$ cat src/hw/rtl/msr_pkg.sv
`default_nettype none

package msr_pkg;

  // Field widths of the item and result payloads.
  localparam int unsigned ModeW   = 2;
  localparam int unsigned MotorW  = 2;
  localparam int unsigned SpeedW  = 16;
  localparam int unsigned AccelW  = 11;
  localparam int unsigned CfgAddrW = 3;
  localparam int unsigned CfgDataW = 16;
  localparam int unsigned InDataW  = 24;
  localparam int unsigned OutDataW = 24;

  // Motor count is fixed by the shared-timer pairing of motors 2 and 3.
  localparam int unsigned NumMotors = 4;

  // Default tick rate of the ramp update in Hz.
  localparam int unsigned TICK_RATE_HZ_DEF = 1000;

  // Acceleration saturation limits in rpm per second.
  localparam int unsigned ACCEL_LOW  = 10;
  localparam int unsigned ACCEL_HIGH = 2000;

  // Register reset values.
  localparam logic [AccelW-1:0] AccelRst    = AccelW'(1000);
  localparam logic [SpeedW-1:0] MinSpeedRst = SpeedW'(10);
  localparam logic [SpeedW-1:0] MaxSpeedRst = SpeedW'(1000);

  // Item kinds.
  typedef enum logic [ModeW-1:0] {
    MODE_TICK = 2'd0,
    MODE_RUN  = 2'd1,
    MODE_SOFT = 2'd2,
    MODE_HALT = 2'd3
  } mode_e;

  // Motion phase of one motor.
  typedef enum logic [1:0] {
    PH_STOPPED = 2'd0,
    PH_ACCEL   = 2'd1,
    PH_RUN     = 2'd2,
    PH_DECEL   = 2'd3
  } phase_e;

  // Configuration register indexes.
  typedef enum logic [CfgAddrW-1:0] {
    REG_ACCEL0 = 3'd0,
    REG_ACCEL1 = 3'd1,
    REG_ACCEL2 = 3'd2,
    REG_ACCEL3 = 3'd3,
    REG_MIN    = 3'd4,
    REG_MAX    = 3'd5
  } reg_idx_e;

  // Controller states.
  typedef enum logic [1:0] {
    ST_IDLE  = 2'd0,
    ST_LOAD  = 2'd1,
    ST_MUL   = 2'd2,
    ST_WRITE = 2'd3
  } ctrl_state_e;

  // Commands from the controller to the datapath.
  typedef struct packed {
    logic capture;
    logic load;
    logic mul;
    logic commit;
  } cmd_t;

endpackage

`default_nettype wire

$ cat src/hw/rtl/msr_ctrl.sv
`default_nettype none

module msr_ctrl
  import msr_pkg::*;
(
  input  wire  clk_i,
  input  wire  rst_ni,
  input  wire  in_valid_i,
  output logic in_ready_o,
  output logic out_valid_o,
  input  wire  out_ready_i,
  output cmd_t cmd_o
);

  ctrl_state_e state_q, state_d;
  logic        out_valid_q, out_valid_d;
  logic        out_free;

  // The output register can take a new result when it is empty or drains now.
  assign out_free = !out_valid_q || out_ready_i;

  // Next state and commands.
  always_comb begin
    state_d = state_q;
    cmd_o   = '0;
    case (state_q)
      ST_IDLE: begin
        if (in_valid_i) begin
          cmd_o.capture = 1'b1;
          state_d       = ST_LOAD;
        end
      end
      ST_LOAD: begin
        cmd_o.load = 1'b1;
        state_d    = ST_MUL;
      end
      ST_MUL: begin
        cmd_o.mul = 1'b1;
        state_d   = ST_WRITE;
      end
      ST_WRITE: begin
        if (out_free) begin
          cmd_o.commit = 1'b1;
          state_d      = ST_IDLE;
        end
      end
      default: state_d = ST_IDLE;
    endcase
  end

  // Output valid flag: set on commit, cleared when the result is taken.
  always_comb begin
    out_valid_d = out_valid_q;
    if (cmd_o.commit) begin
      out_valid_d = 1'b1;
    end else if (out_ready_i) begin
      out_valid_d = 1'b0;
    end
  end

  always_ff @(posedge clk_i or negedge rst_ni) begin
    if (!rst_ni) begin
      state_q     <= ST_IDLE;
      out_valid_q <= 1'b0;
    end else begin
      state_q     <= state_d;
      out_valid_q <= out_valid_d;
    end
  end

  assign in_ready_o  = (state_q == ST_IDLE);
  assign out_valid_o = out_valid_q;

endmodule

`default_nettype wire

$ cat src/hw/rtl/msr_datapath.sv
`default_nettype none

module msr_datapath
  import msr_pkg::*;
#(
  parameter int unsigned TICK_RATE_HZ = TICK_RATE_HZ_DEF
) (
  input  wire                  clk_i,
  input  wire                  rst_ni,
  input  wire                  cfg_we_i,
  input  wire  [CfgAddrW-1:0]  cfg_addr_i,
  input  wire  [CfgDataW-1:0]  cfg_wdata_i,
  input  wire  [ModeW-1:0]     mode_i,
  input  wire  [MotorW-1:0]    motor_i,
  input  wire  [SpeedW-1:0]    speed_req_i,
  input  wire                  dir_req_i,
  input  cmd_t                 cmd_i,
  output logic [OutDataW-1:0]  out_data_o
);

  // Divider count stays below TICK_RATE_HZ / ACCEL_LOW.
  localparam int unsigned DivW     = $clog2(TICK_RATE_HZ / ACCEL_LOW);
  // Largest step per tick is ACCEL_HIGH / TICK_RATE_HZ, and at least one.
  localparam int unsigned StepW    = $clog2(ACCEL_HIGH / TICK_RATE_HZ + 2);
  // Reciprocal of the tick rate, exact for every accel up to ACCEL_HIGH.
  localparam int unsigned RecShift = $clog2(ACCEL_HIGH * TICK_RATE_HZ);
  localparam int unsigned Recip    = ((2 ** RecShift) + TICK_RATE_HZ - 1) / TICK_RATE_HZ;
  localparam int unsigned MulW     = RecShift + StepW;
  localparam int unsigned DprodW   = DivW + 1 + AccelW;

  // Configuration registers.
  logic [AccelW-1:0] accel_q [NumMotors];
  logic [SpeedW-1:0] min_speed_q;
  logic [SpeedW-1:0] max_speed_q;

  // Per-motor state.
  logic [SpeedW-1:0] cur_speed_q [NumMotors];
  logic [SpeedW-1:0] tgt_speed_q [NumMotors];
  logic              stop_pend_q [NumMotors];
  phase_e            phase_q     [NumMotors];
  logic              dir_bit_q   [NumMotors];
  logic [DivW-1:0]   tick_div_q  [NumMotors];
  logic              active_q    [NumMotors];

  // Captured item.
  mode_e             mode_q;
  logic [MotorW-1:0] motor_q;
  logic [SpeedW-1:0] req_q;
  logic              dir_req_q;

  // Operands read for the addressed motor.
  logic [AccelW-1:0] accel_sat_q, accel_sat_d;
  logic              accel_ge_q;
  logic [SpeedW-1:0] lo_q, lo_d, hi_d;
  logic [SpeedW-1:0] treq_q, treq_d;
  logic              blocked_q;
  logic [SpeedW-1:0] cur_q, tgt_q;
  logic              stop_q, act_q, dirb_q;
  phase_e            ph_q;
  logic [DivW-1:0]   div_q;

  // Products.
  logic [MulW-1:0]   prod_q;
  logic              due_q;
  logic [DprodW-1:0] dprod;

  // Results of the update.
  logic [SpeedW-1:0] n_cur, n_tgt, next_speed, step16;
  logic              n_stop, n_act, n_dir, changed, refused, halt, moved;
  phase_e            n_ph;
  logic [DivW-1:0]   n_div;
  logic [OutDataW-1:0] out_q;

  // Configuration writes; writes beyond the list are ignored.
  always_ff @(posedge clk_i or negedge rst_ni) begin
    if (!rst_ni) begin
      for (int i = 0; i < NumMotors; i++) begin
        accel_q[i] <= AccelRst;
      end
      min_speed_q <= MinSpeedRst;
      max_speed_q <= MaxSpeedRst;
    end else if (cfg_we_i) begin
      case (reg_idx_e'(cfg_addr_i))
        REG_ACCEL0: accel_q[0]  <= cfg_wdata_i[AccelW-1:0];
        REG_ACCEL1: accel_q[1]  <= cfg_wdata_i[AccelW-1:0];
        REG_ACCEL2: accel_q[2]  <= cfg_wdata_i[AccelW-1:0];
        REG_ACCEL3: accel_q[3]  <= cfg_wdata_i[AccelW-1:0];
        REG_MIN:    min_speed_q <= cfg_wdata_i;
        REG_MAX:    max_speed_q <= cfg_wdata_i;
        default:    ;
      endcase
    end
  end

  // Item capture at acceptance.
  always_ff @(posedge clk_i) begin
    if (cmd_i.capture) begin
      mode_q    <= mode_e'(mode_i);
      motor_q   <= motor_i;
      req_q     <= speed_req_i;
      dir_req_q <= dir_req_i;
    end
  end

  // Operand preparation: saturate accel, clamp request, check the timer partner.
  always_comb begin
    accel_sat_d = accel_q[motor_q];
    if (32'(accel_sat_d) < ACCEL_LOW) begin
      accel_sat_d = AccelW'(ACCEL_LOW);
    end
    if (32'(accel_sat_d) > ACCEL_HIGH) begin
      accel_sat_d = AccelW'(ACCEL_HIGH);
    end
    lo_d   = (min_speed_q == '0) ? SpeedW'(1) : min_speed_q;
    hi_d   = (max_speed_q == '0) ? SpeedW'(1) : max_speed_q;
    treq_d = (req_q < lo_d) ? lo_d : req_q;
    if (treq_d > hi_d) begin
      treq_d = hi_d;
    end
  end

  always_ff @(posedge clk_i) begin
    if (cmd_i.load) begin
      accel_sat_q <= accel_sat_d;
      accel_ge_q  <= (32'(accel_sat_d) >= TICK_RATE_HZ);
      lo_q        <= lo_d;
      treq_q      <= treq_d;
      blocked_q   <= motor_q[1] && (phase_q[motor_q ^ MotorW'(1)] != PH_STOPPED);
      cur_q       <= cur_speed_q[motor_q];
      tgt_q       <= tgt_speed_q[motor_q];
      stop_q      <= stop_pend_q[motor_q];
      ph_q        <= phase_q[motor_q];
      div_q       <= tick_div_q[motor_q];
      act_q       <= active_q[motor_q];
      dirb_q      <= dir_bit_q[motor_q];
    end
  end

  // Step by reciprocal multiply; divider is due once (count + 2) * accel > rate.
  assign dprod = DprodW'(DprodW'(div_q) + DprodW'(2)) * DprodW'(accel_sat_q);

  always_ff @(posedge clk_i) begin
    if (cmd_i.mul) begin
      prod_q <= MulW'(accel_sat_q) * MulW'(Recip);
      due_q  <= (32'(dprod) > TICK_RATE_HZ);
    end
  end

  assign step16 = accel_ge_q ? SpeedW'(prod_q[RecShift +: StepW]) : SpeedW'(1);

  // State update for the addressed motor.
  always_comb begin
    n_cur      = cur_q;
    n_tgt      = tgt_q;
    n_stop     = stop_q;
    n_ph       = ph_q;
    n_div      = div_q;
    n_act      = act_q;
    n_dir      = dirb_q;
    next_speed = cur_q;
    changed    = 1'b0;
    refused    = 1'b0;
    halt       = 1'b0;
    moved      = 1'b0;
    case (mode_q)
      MODE_TICK: begin
        if (!stop_q && (tgt_q == '0) && (cur_q == '0)) begin
          // Idle motor: only the phase is settled.
          n_ph = PH_STOPPED;
        end else if (!accel_ge_q && !due_q) begin
          // Divider not yet due: count the tick.
          n_div = div_q + DivW'(1);
        end else begin
          if (!accel_ge_q) begin
            n_div = '0;
          end
          if (stop_q) begin
            if (cur_q > step16) begin
              next_speed = cur_q - step16;
              moved      = 1'b1;
            end else begin
              halt = 1'b1;
            end
          end else if (cur_q < tgt_q) begin
            moved = 1'b1;
            if ((tgt_q - cur_q) <= step16) begin
              next_speed = tgt_q;
              n_ph       = PH_RUN;
            end else begin
              next_speed = cur_q + step16;
              n_ph       = PH_ACCEL;
            end
          end else if (cur_q > tgt_q) begin
            moved = 1'b1;
            if ((cur_q - tgt_q) <= step16) begin
              next_speed = tgt_q;
              n_ph       = PH_RUN;
            end else begin
              next_speed = cur_q - step16;
              n_ph       = PH_DECEL;
            end
          end else begin
            n_ph = (tgt_q == '0) ? PH_STOPPED : PH_RUN;
          end
          if (moved) begin
            n_cur = next_speed;
            if (next_speed == '0) begin
              halt = 1'b1;
            end else begin
              changed = 1'b1;
            end
          end
        end
      end
      MODE_RUN: begin
        if (blocked_q) begin
          refused = 1'b1;
        end else begin
          n_dir  = dir_req_q;
          n_tgt  = treq_q;
          n_stop = 1'b0;
          if (cur_q == '0) begin
            n_cur   = lo_q;
            changed = 1'b1;
          end
          n_act = 1'b1;
          n_ph  = (n_cur < treq_q) ? PH_ACCEL : PH_RUN;
        end
      end
      MODE_SOFT: begin
        n_stop = 1'b1;
        n_ph   = PH_DECEL;
      end
      MODE_HALT: begin
        halt = 1'b1;
      end
      default: begin
        halt = 1'b1;
      end
    endcase
    // Halting clears the motor and turns its output off.
    if (halt) begin
      n_cur  = '0;
      n_tgt  = '0;
      n_ph   = PH_STOPPED;
      n_stop = 1'b0;
      n_act  = 1'b0;
    end
  end

  // Write-back of the motor state.
  always_ff @(posedge clk_i or negedge rst_ni) begin
    if (!rst_ni) begin
      for (int i = 0; i < NumMotors; i++) begin
        cur_speed_q[i] <= '0;
        tgt_speed_q[i] <= '0;
        stop_pend_q[i] <= 1'b0;
        phase_q[i]     <= PH_STOPPED;
        dir_bit_q[i]   <= 1'b0;
        tick_div_q[i]  <= '0;
        active_q[i]    <= 1'b0;
      end
    end else if (cmd_i.commit) begin
      cur_speed_q[motor_q] <= n_cur;
      tgt_speed_q[motor_q] <= n_tgt;
      stop_pend_q[motor_q] <= n_stop;
      phase_q[motor_q]     <= n_ph;
      dir_bit_q[motor_q]   <= n_dir;
      tick_div_q[motor_q]  <= n_div;
      active_q[motor_q]    <= n_act;
    end
  end

  // Result register.
  always_ff @(posedge clk_i) begin
    if (cmd_i.commit) begin
      out_q <= {refused, changed, n_act, n_dir, n_ph, n_cur, motor_q};
    end
  end

  assign out_data_o = out_q;

endmodule

`default_nettype wire

$ cat src/hw/rtl/multi_stepper_speed_ramp.sv
`default_nettype none

// Channel   Direction  Signals                         Content
// s_axis    in         tvalid/tready/tdata/tuser       one command or tick item
// m_axis    out        tvalid/tready/tdata             one status result per item
// cfg       in         cfg_we_i/cfg_addr_i/cfg_wdata_i register write, no read-back
//
// Each item passes through four steps: accept, operand read, multiply, write-back.
// These steps run in order on one shared read/multiply/update path.
// The result register lets the next item be accepted while a result waits.
// A stalled output holds the controller in write-back until the result drains.
// Reset clears all motor state and loads the register defaults; no clearing pass.

module multi_stepper_speed_ramp
  import msr_pkg::*;
#(
  parameter int unsigned TICK_RATE_HZ = TICK_RATE_HZ_DEF
) (
  input  wire                  clk_i,
  input  wire                  rst_ni,
  input  wire                  cfg_we_i,
  input  wire  [CfgAddrW-1:0]  cfg_addr_i,
  input  wire  [CfgDataW-1:0]  cfg_wdata_i,
  input  wire                  s_axis_tvalid_i,
  output logic                 s_axis_tready_o,
  // motor [1:0], speed_request [17:2], dir_request [18], zero [23:19]
  input  wire  [InDataW-1:0]   s_axis_tdata_i,
  // mode [1:0]
  input  wire  [ModeW-1:0]     s_axis_tuser_i,
  output logic                 m_axis_tvalid_o,
  input  wire                  m_axis_tready_i,
  // motor_index [1:0], speed_now [17:2], motion_state [19:18], direction_out [20],
  // pulse_on [21], speed_changed [22], run_refused [23]
  output logic [OutDataW-1:0]  m_axis_tdata_o
);

  cmd_t cmd;

  msr_ctrl u_ctrl (
    .clk_i       (clk_i),
    .rst_ni      (rst_ni),
    .in_valid_i  (s_axis_tvalid_i),
    .in_ready_o  (s_axis_tready_o),
    .out_valid_o (m_axis_tvalid_o),
    .out_ready_i (m_axis_tready_i),
    .cmd_o       (cmd)
  );

  msr_datapath #(
    .TICK_RATE_HZ (TICK_RATE_HZ)
  ) u_datapath (
    .clk_i       (clk_i),
    .rst_ni      (rst_ni),
    .cfg_we_i    (cfg_we_i),
    .cfg_addr_i  (cfg_addr_i),
    .cfg_wdata_i (cfg_wdata_i),
    .mode_i      (s_axis_tuser_i),
    .motor_i     (s_axis_tdata_i[1:0]),
    .speed_req_i (s_axis_tdata_i[17:2]),
    .dir_req_i   (s_axis_tdata_i[18]),
    .cmd_i       (cmd),
    .out_data_o  (m_axis_tdata_o)
  );

  // An accepted item keeps the input closed for the following cycle.
  assert property (@(posedge clk_i) disable iff (!rst_ni)
    (s_axis_tvalid_i && s_axis_tready_o) |=> !s_axis_tready_o)
    else $error("input accepted again right after acceptance");

  // A committed result is presented on the next cycle.
  assert property (@(posedge clk_i) disable iff (!rst_ni)
    cmd.commit |=> m_axis_tvalid_o)
    else $error("committed result not presented");

  // A stopped motor reports zero speed.
  assert property (@(posedge clk_i) disable iff (!rst_ni)
    (m_axis_tvalid_o && (m_axis_tdata_o[19:18] == PH_STOPPED))
      |-> (m_axis_tdata_o[17:2] == '0))
    else $error("stopped motor with nonzero speed");

  // A refused run never reprograms the step frequency.
  assert property (@(posedge clk_i) disable iff (!rst_ni)
    (m_axis_tvalid_o && m_axis_tdata_o[23]) |-> !m_axis_tdata_o[22])
    else $error("refused run flagged as speed change");

endmodule

`default_nettype wire

$ cat config.mk
export PLATFORM = sky130hd
export DESIGN_NAME = multi_stepper_speed_ramp
export DESIGN_NICKNAME = d
export VERILOG_FILES = /design/src/hw/rtl/msr_pkg.sv /design/src/hw/rtl/msr_ctrl.sv /design/src/hw/rtl/msr_datapath.sv /design/src/hw/rtl/multi_stepper_speed_ramp.sv
export SDC_FILE = /design/constraint.sdc
export NUM_CORES = 1
export LEC_CHECK = 0
export BUFFER_PORTS_ARGS = -buffer_cell sky130_fd_sc_hd__buf_2
export CAP_MARGIN = 5
export CORE_MARGIN = 4
export CORE_UTILIZATION = 47
export CTS_BUF_LIST = sky130_fd_sc_hd__clkbuf_2
export DETAILED_ROUTE_END_ITERATION = 16
export PLACE_DENSITY = 0.65
export RECOVER_POWER = 100
export SETUP_SLACK_MARGIN = 0.2
export SYNTH_ARGS = -nofsm -noshare
export SYNTH_HDL_FRONTEND = slang
export SYNTH_SLANG_ARGS = --single-unit
export TNS_END_PERCENT = 5
$ cat constraint.sdc
create_clock -name clk_i -period 6.6 [get_ports clk_i]
set_input_delay 0.99 -clock clk_i [delete_from_list [all_inputs] [get_ports clk_i]]
set_output_delay 0.99 -clock clk_i [all_outputs]
set_load 0.005 [all_outputs]
**Yosys cells after proc, flatten, opt, wreduce, memory -nomap -nowiden**

Index checks and enable logic that the tools add are counted.
W data, S select, Z words.

- $add $sub $neg: 6
- $mul: 2
- Order comparisons: 15
- Equality and inequality tests: 13
- Muxes and demuxes: 127
- Bitwise gates (word level): 3
- Reduce and logical (&&, ||, !) cells: 27

Operators by type and width:

| cell | number |
|---|---|
| $mux W16 | 29 |
| $bwmux W64 | 2 |
| $logic_not A16 Y1 | 5 |
| $bmux W16 S2 | 2 |
| $mux W7 | 7 |
| $gt A16 B16 Y1 | 3 |
| $lt A16 B16 Y1 | 3 |
| $sub A16 B16 Y16 | 3 |
| $mux W11 | 4 |
| $mux W1 | 43 |
| $mux W2 | 18 |
| $demux W16 S2 | 1 |
| $le A16 B16 Y1 | 2 |
| $pmux W16 S2 | 1 |
| $bwmux W28 | 1 |
| $bmux W11 S2 | 1 |
| $mul A11 B11 Y22 const B | 1 |
| $gt A19 B10 Y1 const B | 1 |
| $mul A19 B11 Y19 | 1 |
| $add A16 B16 Y16 | 1 |
| $bmux W7 S2 | 1 |
| $demux W7 S2 | 1 |
| $reduce_and A2 Y1 | 7 |
| $bwmux W4 | 3 |
| 30 further kinds | 52 |

- Bits in registers: 412
- Input port bits: 50
- Output and inout bits: 26
- Logic and storage cells: 249

**Logic depth before layout (Yosys ltp)**

Gate-level depths: netlist of run 1.

- Word-level depth: 17
- Mapped depth: 29
- Gate-level depth less buffers: 26

**By module**

Synthesis of run 1 repeated with hierarchy kept, for this count alone.

- Cell total of the unflattened synthesis: 2902
- Area, all modules: 27642.8 um2

By module, submodules not included:

| module | times used | cells an instance | area each (um2) |
|---|---|---|---|
| msr_datapath | 1 | 2883 | 27430.1 |
| msr_ctrl | 1 | 19 | 212.7 |

**Least setup slack after synthesis of run 1**

Ideal clock, no wire load.

- Path type: reg2reg
- From: register u_datapath.div_q[3]
- To: register u_datapath.due_q (data pin)
- Setup time: 269 ps
- Arrival time: 5415 ps
- Data required time: 6331 ps
- Path slack: 916 ps
- Cell stages (with the launch flop): 25
- Buffers on the path: 2
- Path through: edfxtp_1 > clkbuf_1 > and4_1 > nand2_1 > xor2_1 > clkbuf_1 > nand2b_1 > fa_1 > fa_1 > inv_1 > fa_1 > inv_1 > fa_1 > inv_1 > ha_1 > a21oi_1 > nor2b_1 > o21a_1 > o21ai_0 > a21oi_1 > o41ai_1 > o21ai_0 > a31oi_1 > xnor2_1 > nand4_1

- Longest elaborated chain between the ends: 3

Ends and longest elaborated chain:

| item | RTL line | source |
|---|---|---|
| start, declared | msr_datapath.sv:60 | `logic [DivW-1:0] div_q;` |
| start signal, assigned | msr_datapath.sv:133 | `div_q <= tick_div_q[motor_q];` |
| $add A7 B2 Y8 | msr_datapath.sv:140 | `assign dprod = DprodW'(DprodW'(div_q) + DprodW'(2)) * DprodW'(accel_sat_q);` |
| $mul A19 B11 Y19 | msr_datapath.sv:140 |  |
| $gt A19 B10 Y1 | msr_datapath.sv:145 | `due_q <= (32'(dprod) > TICK_RATE_HZ);` |
| end signal, assigned | msr_datapath.sv:145 |  |
| end, declared | msr_datapath.sv:64 | `logic due_q;` |

No other way between the ends.
A chain may end at the register's enable or synchronous reset.

**Worst setup path in the final report of run 1**

- From: register u_datapath.cur_q[0]
- To: register u_datapath.out_q[11] (netlist: u_datapath.out_data_o[11]) (data pin)

- Longest elaborated chain between the ends: 16
- Elaborated cells between the ends (all ways): 44
- Classes of those cells: add/sub: 4; order compare: 5; mux: 32; reduce/logical: 3

Ends and longest elaborated chain:

| item | RTL line | source |
|---|---|---|
| start, declared | msr_datapath.sv:57 | `logic [SpeedW-1:0] cur_q, tgt_q;` |
| start signal, assigned | msr_datapath.sv:129 | `cur_q <= cur_speed_q[motor_q];` |
| $sub A16 B16 Y16 | msr_datapath.sv:195 | `if ((cur_q - tgt_q) <= step16) begin` |
| $le A16 B16 Y1 | msr_datapath.sv:195 |  |
| $mux W16 | msr_datapath.sv:195 |  |
| $mux W16 | msr_datapath.sv:193 | `end else if (cur_q > tgt_q) begin` |
| $mux W16 | msr_datapath.sv:184 | `end else if (cur_q < tgt_q) begin` |
| $mux W16 | msr_datapath.sv:177 | `if (stop_q) begin` |
| $mux W16 | msr_datapath.sv:170 | `end else if (!accel_ge_q && !due_q) begin` |
| $mux W16 | msr_datapath.sv:167 | `if (!stop_q && (tgt_q == '0) && (cur_q == '0)) begin` |
| $mux W16 | msr_datapath.sv:165 | `case (mode_q)` |
| $logic_not A16 Y1 | msr_datapath.sv:207 | `if (next_speed == '0) begin` |
| $mux W1 | msr_datapath.sv:207 |  |
| $mux W1 | msr_datapath.sv:205 | `if (moved) begin` |
| $mux W1 | msr_datapath.sv:170 |  |
| $mux W1 | msr_datapath.sv:167 |  |
| $pmux W1 S2 | msr_datapath.sv:165 |  |
| $mux W16 * | msr_datapath.sv:242 | `if (halt) begin` |
| named net u_datapath.n_cur[9] | msr_datapath.sv:68 | `logic [SpeedW-1:0] n_cur, n_tgt, next_speed, step16;` |
| end signal, assigned | msr_datapath.sv:277 | `out_q <= {refused, changed, n_act, n_dir, n_ph, n_cur, motor_q};` |
| end, declared | msr_datapath.sv:72 | `logic [OutDataW-1:0] out_q;` |

Mark *: on every way through the listed nets, which the timed path passes. The rest lies on a longest branch. The select of a mux whose other input is x is not followed.

==> impl_metrics.env, run 1 <==
export IMPL_yosysWarnings=0
export IMPL_maxSlewHeadroom=-2.14
export IMPL_num_nets_final=3027
export IMPL_die_x_um=244
export IMPL_cap_violations=7
export IMPL_cts_made_buffers=99
export IMPL_setup_worst_path_start_class="flop"
export IMPL_worst_slew_pin_slew_ns=4.71
export IMPL_cts_num_sinks=392
export IMPL_dr_first_iter_drc_count=1704
export IMPL_synthAdderAreaFrac=0.144
export IMPL_path_max_fanout=43
export IMPL_gp_congestion=1.01
export IMPL_netlist_top_cells_area="dfrtp_1 (21%), edfxtp_1 (16%), ha_1 (9.2%)"
export IMPL_die_area_um2=59300
export IMPL_synthSimpleGateAreaFrac=0.143
export IMPL_start_util=0.474
export IMPL_syn_cell_area_um2=26100
export IMPL_hp_class="primary input to flop"
export IMPL_seq_area_frac_synth=0.404
export IMPL_std_cell_rows=86
export IMPL_failed_checks="max-capacitance violations, max-slew violations"
export IMPL_synth_fp_nets=2940
export IMPL_synthXorXnorAreaFrac=0.0188
export IMPL_clk_pin_slew_ns=0.11
export IMPL_setup_viol=0
export IMPL_remaining_drc_errors=0
export IMPL_synth_edff_count=137
export IMPL_fmax_ghz=0.159
export IMPL_fin_setup_tns_ns=0
export IMPL_vias=20400
export IMPL_grt_usage=0.236
export IMPL_core_area_um2=55000
export IMPL_synth_compound_area_frac=0.141
export IMPL_critPathTopFamily="compound AO/OA/AOI/OAI gates"
export IMPL_grt_max_degree=174
export IMPL_nFillCells=5011
export IMPL_cpPeakStageDelay_ns=0.59
export IMPL_dpl_hpwl_um=50800
export IMPL_cp_data_required_time_ns=7.36
export IMPL_clk_latency_ns=1.05
export IMPL_synth_async_reset_ratio=0.651
export IMPL_synth_flop_cell="dfrtp_1"
export IMPL_grt_pass1_wl_um=112000
export IMPL_min_period_ns=6.29
export IMPL_synth_area_mux_share=0.0823
export IMPL_htree_levels=3
export IMPL_rsz0062_at_grt="yes"
export IMPL_hold_violations=0
export IMPL_end_kind="flop"
export IMPL_multi_input_area_um2=13900
export IMPL_slew_violations=399
export IMPL_cts_tree="built"
export IMPL_synth_top_family_by_area="adder cells"
export IMPL_regArea_um2=10500
export IMPL_crit_arrival_ns=7.05
export IMPL_grt_overflow_total=0
export IMPL_yosysMostFrequentCell="nand2_1"
export IMPL_wl_um=70200
export IMPL_ys_ff_latch=392
export IMPL_die_height_um=244
export IMPL_critical_path_class="flop to flop"
export IMPL_clockBufferDepth=3
export IMPL_avgSynthCellArea_um2=9.91
export IMPL_antenna_found_initial=3
export IMPL_cts_root_buf="clkbuf_2"
export IMPL_dr_pass1_iters=6
export IMPL_netlist_top_cells_count="nand2_1 (357), inv_1 (239), dfrtp_1 (223), ha_1 (191), o21ai_0 (159)"
export IMPL_viasPerCell=5.74
export IMPL_status="finished, violations left"
export IMPL_synth_cells=2631
export IMPL_critPathBufInv=4
export IMPL_cp_slowest_cell="or4_4"
export IMPL_drive_gt1_frac=0.159
export IMPL_final_antenna_net_count=0
export IMPL_synth_top_area_cell="dfrtp_1"
export IMPL_fin_worst_skew_ns=0.116
export IMPL_synthToLayoutAreaGrowth_pct=7.68
export IMPL_port_buffers=70
export IMPL_wl_per_cell_um=19.8
export IMPL_synth_cell_type_count=89
export IMPL_finalCritPeriodShare=0.952
export IMPL_yosysTopAreaCellShare=0.214
export IMPL_path_cells="inv_1 -> ha_1 -> inv_1 -> fa_1 -> ha_1 -> nor2b_1 -> a2bb2oi_1 -> nor4_1 -> o2111ai_1 -> or4_4 -> nor4_4 -> buf_4 -> nor3_1 -> a311o_1 -> o31ai_2 -> o211ai_1 -> nor4_2 -> a41o_4 -> clkbuf_4 -> nor2b_1"
export IMPL_first_global_vias=20200
export IMPL_ios=76
## metrics by stage
stage | setup WS, ns | cell area, um^2 | utilization | hold WS (ns) | cells
3_3_place_gp | 0.358 | 27100 | 0.493 | 0.454 | 3346
6_report | 0.314 | 28100 | 0.511 | 0.186 | 3549
4_1_cts | 0.299 | 28200 | 0.512 | 0.0142 | 3547
5_1_grt | 0.108 | 28100 | 0.511 | 0.0705 | 3549
2_1_floorplan | 0.916 | 26100 | - | 0.424 | 2631
3_5_place_dp | 0.168 | 27100 | 0.493 | 0.462 | 3346
## kinds of logic (layout without fill, tap and decap cells)
group | count (synthesis) | after routing
simple gates | 810 | 810
compound gates | 573 | 573
buf+inv | 405 | 574
flops | 392 | 392
fa+ha+maj | 259 | 259
mux | 136 | 136
xor+xnor | 56 | 56
other cells | 0 | 1
## registers in the layout, summed over array words and instances, names as in the netlist, 4 cells and up
| register | flops |
|---|---|
| u_datapath.dir_bit_q | 4 |
| u_datapath.stop_pend_q | 4 |
| u_datapath.phase_q | 8 |
| u_datapath.max_speed_q | 16 |
| u_datapath.active_q | 4 |
| u_datapath.tick_div_q | 28 |
| u_datapath.treq_q | 16 |
| u_datapath.accel_q | 44 |
| u_datapath.tgt_q | 16 |
| u_datapath.req_q | 16 |
| u_datapath.accel_sat_q | 11 |
| u_datapath.cur_q | 16 |
| u_datapath.tgt_speed_q | 64 |
| u_datapath.cur_speed_q | 64 |
| u_datapath.div_q | 7 |
| u_datapath.lo_q | 16 |
| u_datapath.out_data_o | 24 |
| u_datapath.min_speed_q | 16 |
## worst paths after layout
check,start,endpoint,slack (ns),cells after the start
worst max-delay path,u_datapath.cur_q[0]$_DFFE_PN_,u_datapath.out_data_o[11]$_DFFE_PP_,0.31,20
worst max register to register,u_datapath.cur_q[0]$_DFFE_PN_,u_datapath.out_data_o[11]$_DFFE_PP_,0.31,20
worst min-delay path,s_axis_tdata_i[0],u_datapath.motor_q[0]$_DFFE_PP_,0.19,1
max in group asynchronous,rst_ni,u_datapath.tick_div_q[2]$_DFFE_PN0P_,1.70,2
min in group asynchronous,rst_ni,u_datapath.cur_speed_q[28]$_DFFE_PN0P_,2.23,2
worst min register to register,u_datapath.tgt_speed_q[12]$_DFFE_PN0P_,u_datapath.tgt_speed_q[12]$_DFFE_PN0P_,0.48,2
## cell usage in the layout, fill, tap and decap left out, types with 27 or more instances in the layout
| cell type | n |
|---|---|
| mux4_2 | 55 |
| clkbuf_2 | 154 |
| and2_1 | 50 |
| o21ai_0 | 161 |
| buf_2 | 44 |
| a21oi_1 | 142 |
| xnor2_1 | 40 |
| nor2b_1 | 34 |
| dfrtp_1 | 223 |
| nor2_1 | 145 |
| dfstp_2 | 30 |
| fa_1 | 68 |
| mux2_2 | 77 |
| nand3_1 | 28 |
| nor3_1 | 78 |
| nand2_1 | 356 |
| clkbuf_1 | 38 |
| edfxtp_1 | 137 |
| clkinv_1 | 27 |
| o31ai_1 | 102 |
| a21o_1 | 30 |
| buf_4 | 42 |
| inv_1 | 239 |
| ha_1 | 190 |
## worst reg2reg max path, delay by kind of cell (launching register included)
kind | cells | cell delay, ns
simple gates | 7 | 1.80
compound gates | 6 | 1.80
buf+inv | 4 | 1.00
fa+ha+maj | 3 | 1.00
flops | 1 | 0.41
## what timing repair did
item / 4_1_cts / 5_1_grt
endpoints found under the hold margin: 99 / 0
gates resized for setup: 1 / 8
buffers inserted: 0 / 1
pin swaps: 0 / 1
setup endpoints to repair: 1 / 16
hold buffers: 18 / 0
## cell type report
class,instances,area share
inverters,240,0.0321
clock buffers,150,0.0267
flip-flops and latches,392,0.375
clock inverters,33,0.00579
diodes,1,0.0000891
multi-input cells,1834,0.493
well taps,748,0.0333
repair buffers,151,0.0335
## metal layers
metal | vias up | part of all wire | track usage
met5 | - | 0 | 0
met4 | 0 | 0.023 | 0.0692
met3 | 114 | 0.060 | 0.0422
met2 | 671 | 0.47 | 0.385
met1 | 10100 | 0.45 | 0.327
li1 | 9496 | - | -
Power of run 1 is not shown: default switching activity piles up to over one toggle a cycle in this logic, so the estimate is an artifact.
==> run 2, diff against run 1 <==
--- a/config.mk
+++ b/config.mk
@@ -7,11 +7,13 @@
 export LEC_CHECK = 0
 export BUFFER_PORTS_ARGS = -buffer_cell sky130_fd_sc_hd__buf_2
 export CAP_MARGIN = 5
+export CELL_PAD_IN_SITES_DETAIL_PLACEMENT = 1
+export CELL_PAD_IN_SITES_GLOBAL_PLACEMENT = 1
 export CORE_MARGIN = 4
 export CORE_UTILIZATION = 47
 export CTS_BUF_LIST = sky130_fd_sc_hd__clkbuf_2
 export DETAILED_ROUTE_END_ITERATION = 16
-export PLACE_DENSITY = 0.65
+export PLACE_DENSITY = 0.78
 export RECOVER_POWER = 100
 export SETUP_SLACK_MARGIN = 0.2
 export SYNTH_ARGS = -nofsm -noshare
==> impl_metrics.env, run 2 (same netlist as run 1, synthesis figures left out) <==
export IMPL_worst_slew_pin_slew_ns=3.92
export IMPL_fmax_ghz=0.160
export IMPL_gp_congestion=0.925
export IMPL_die_area_um2=59300
export IMPL_die_height_um=244
export IMPL_failed_checks="max-capacitance violations, max-slew violations"
export IMPL_setup_viol=0
export IMPL_remaining_drc_errors=0
export IMPL_dr_first_iter_drc_count=1716
export IMPL_critPathCapture="u_datapath.tgt_speed_q[24]$_DFFE_PN0P_"
export IMPL_die_x_um=244
export IMPL_htree_levels=3
export IMPL_layout_commonest_cell="nand2_1"
export IMPL_cts_root_buf="clkbuf_2"
export IMPL_final_cell_mix="nand2_1 (356), inv_1 (239), dfrtp_1 (223)"
export IMPL_slew_violations=383
export IMPL_min_period_ns=6.24
export IMPL_cts_tree="built"
export IMPL_synthToLayoutAreaGrowth_pct=8.30
export IMPL_num_nets_final=3036
export IMPL_cts_num_sinks=392
export IMPL_hp_class="primary input to flop"
export IMPL_end_kind="flop"
export IMPL_grt_pass1_wl_um=127000
export IMPL_wl_per_cell_um=22.5
export IMPL_viasPerCell=5.92
export IMPL_wl_um=80200
export IMPL_drive_gt1_frac=0.164
export IMPL_path_max_fanout=68
export IMPL_critical_path_class="flop to flop"
export IMPL_fin_setup_tns_ns=0
export IMPL_startpoint="u_datapath.tgt_q[0]$_DFFE_PN_"
export IMPL_first_global_vias=22700
export IMPL_path_cells="inv_1 -> ha_1 -> fa_1 -> inv_1 -> ha_1 -> nor2b_1 -> o21ai_0 -> o2111ai_1 -> a221oi_1 -> o2111ai_1 -> nor2_1 -> a31oi_1 -> buf_4 -> a221o_1 -> a221oi_1 -> nor2_1 -> nor4_2 -> a41o_4 -> buf_12 -> o31ai_1"
export IMPL_reg2reg_to="u_datapath.tgt_speed_q[24]$_DFFE_PN0P_"
export IMPL_r2r_cells=20
export IMPL_clk_latency_ns=1.14
export IMPL_vias=21100
export IMPL_grt_overflow_total=0
export IMPL_cap_violations=10
export IMPL_grt_max_degree=186
export IMPL_reg_largest_list="u_datapath.cur_speed_q: 64 flops, u_datapath.tgt_speed_q: 64 flops, u_datapath.accel_q: 44 flops"
export IMPL_rsz0062_at_grt="yes"
export IMPL_finalCritPeriodShare=0.946
export IMPL_setup_worst_path_start_class="flop"
export IMPL_nFillCells=6280
export IMPL_cp_slowest_cell="edfxtp_1"
export IMPL_rrSetupSlack_ns=0.36
export IMPL_dpl_hpwl_um=57600
export IMPL_start_util=0.474
export IMPL_ios=76
export IMPL_port_buffers=70
export IMPL_core_area_um2=55000
export IMPL_fin_worst_skew_ns=0.122
export IMPL_dr_pass1_iters=5
export IMPL_std_cell_rows=86
export IMPL_clockBufferDepth=3
export IMPL_status="finished, violations left"
export IMPL_crit_arrival_ns=7.16
export IMPL_cpPeakStageDelay_ns=0.58
export IMPL_clk_pin_slew_ns=0.12
export IMPL_final_antenna_net_count=0
export IMPL_cp_data_required_time_ns=7.52
export IMPL_cts_made_buffers=98
export IMPL_antenna_found_initial=2
export IMPL_maxSlewHeadroom=-1.61
export IMPL_rr_startpoint="u_datapath.tgt_q[0]$_DFFE_PN_"
export IMPL_hold_violations=0
export IMPL_grt_usage=0.269
-- run 2: area by class of cell --
| type | instances | area [um^2] | share of cell area |
|---|---|---|---|
| clock buffers | 156 | 781 | 0.0276 |
| diodes | 4 | 10.0 | 0.000354 |
| well taps | 748 | 936 | 0.0331 |
| flip-flops and latches | 392 | 10500 | 0.373 |
| repair buffers | 161 | 1060 | 0.0374 |
| clock inverters | 28 | 140 | 0.00496 |
| multi-input cells | 1834 | 13900 | 0.492 |
| inverters | 240 | 901 | 0.0319 |
-- run 2: what timing repair did --
item / 4_1_cts / 5_1_grt
resized for setup: 3 / 7
hold buffers: 26 / 0
gates cloned: 0 / 0
buffers inserted: 0 / 1
setup endpoints to repair: 1 / 7
endpoints found under the hold margin: 95 / 0
pin swaps: 0 / 1
-- run 2: critical path: cells and delay by family (launching register included) --
kind                     cells  cell delay, ns
AO/OA/AOI/OAI                9            2.46
adder cells (fa/ha/maj)      3            1.05
buffers and inverters        4            0.85
flip-flops                   1            0.58
AND/OR/NAND/NOR              4            1.03
-- run 2: per-layer routing --
layer	track usage	wire (um)	up-vias
met1	0.362	34900	10800
li1	-	-	9487
met2	0.449	38800	650
met5	0	0	-
met3	0.0475	4530	156
met4	0.0800	2000	0
-- run 2: how the worst min path moves through the flow --
stage | to | from | slack (ns) | depth (start not counted)
finish | u_datapath.min_speed_q[3]$_DFFE_PN1P_ | cfg_wdata_i[3] | 0.16 | 3
global placement | u_datapath.tgt_speed_q[62]$_DFFE_PN0P_ | u_datapath.tgt_speed_q[62]$_DFFE_PN0P_ | 0.45 | 2
global route | u_datapath.min_speed_q[3]$_DFFE_PN1P_ | cfg_wdata_i[3] | 0.06 | 3
floorplan | u_datapath.out_data_o[0]$_DFFE_PP_ | u_datapath.motor_q[0]$_DFFE_PP_ | 0.42 | 0
detailed placement | u_datapath.tgt_speed_q[15]$_DFFE_PN0P_ | u_datapath.tgt_speed_q[15]$_DFFE_PN0P_ | 0.47 | 2
CTS | u_datapath.min_speed_q[3]$_DFFE_PN1P_ | cfg_wdata_i[3] | 0.04 | 3
-- run 2: per-stage QoR --
stage	utilization	hold WS (ns)	cell area (um^2)	instances	worst slack [ns]
after CTS	0.515	0.0379	28300	3558	0.375
after global routing	0.514	0.0641	28200	3562	0.0935
after detailed placement	0.493	0.466	27100	3348	0.0868
final	0.514	0.160	28200	3563	0.357
after floorplan	-	0.424	26100	2631	0.916
after global placement	0.493	0.454	27100	3348	0.396
Power of run 2 is left out for the same reason.
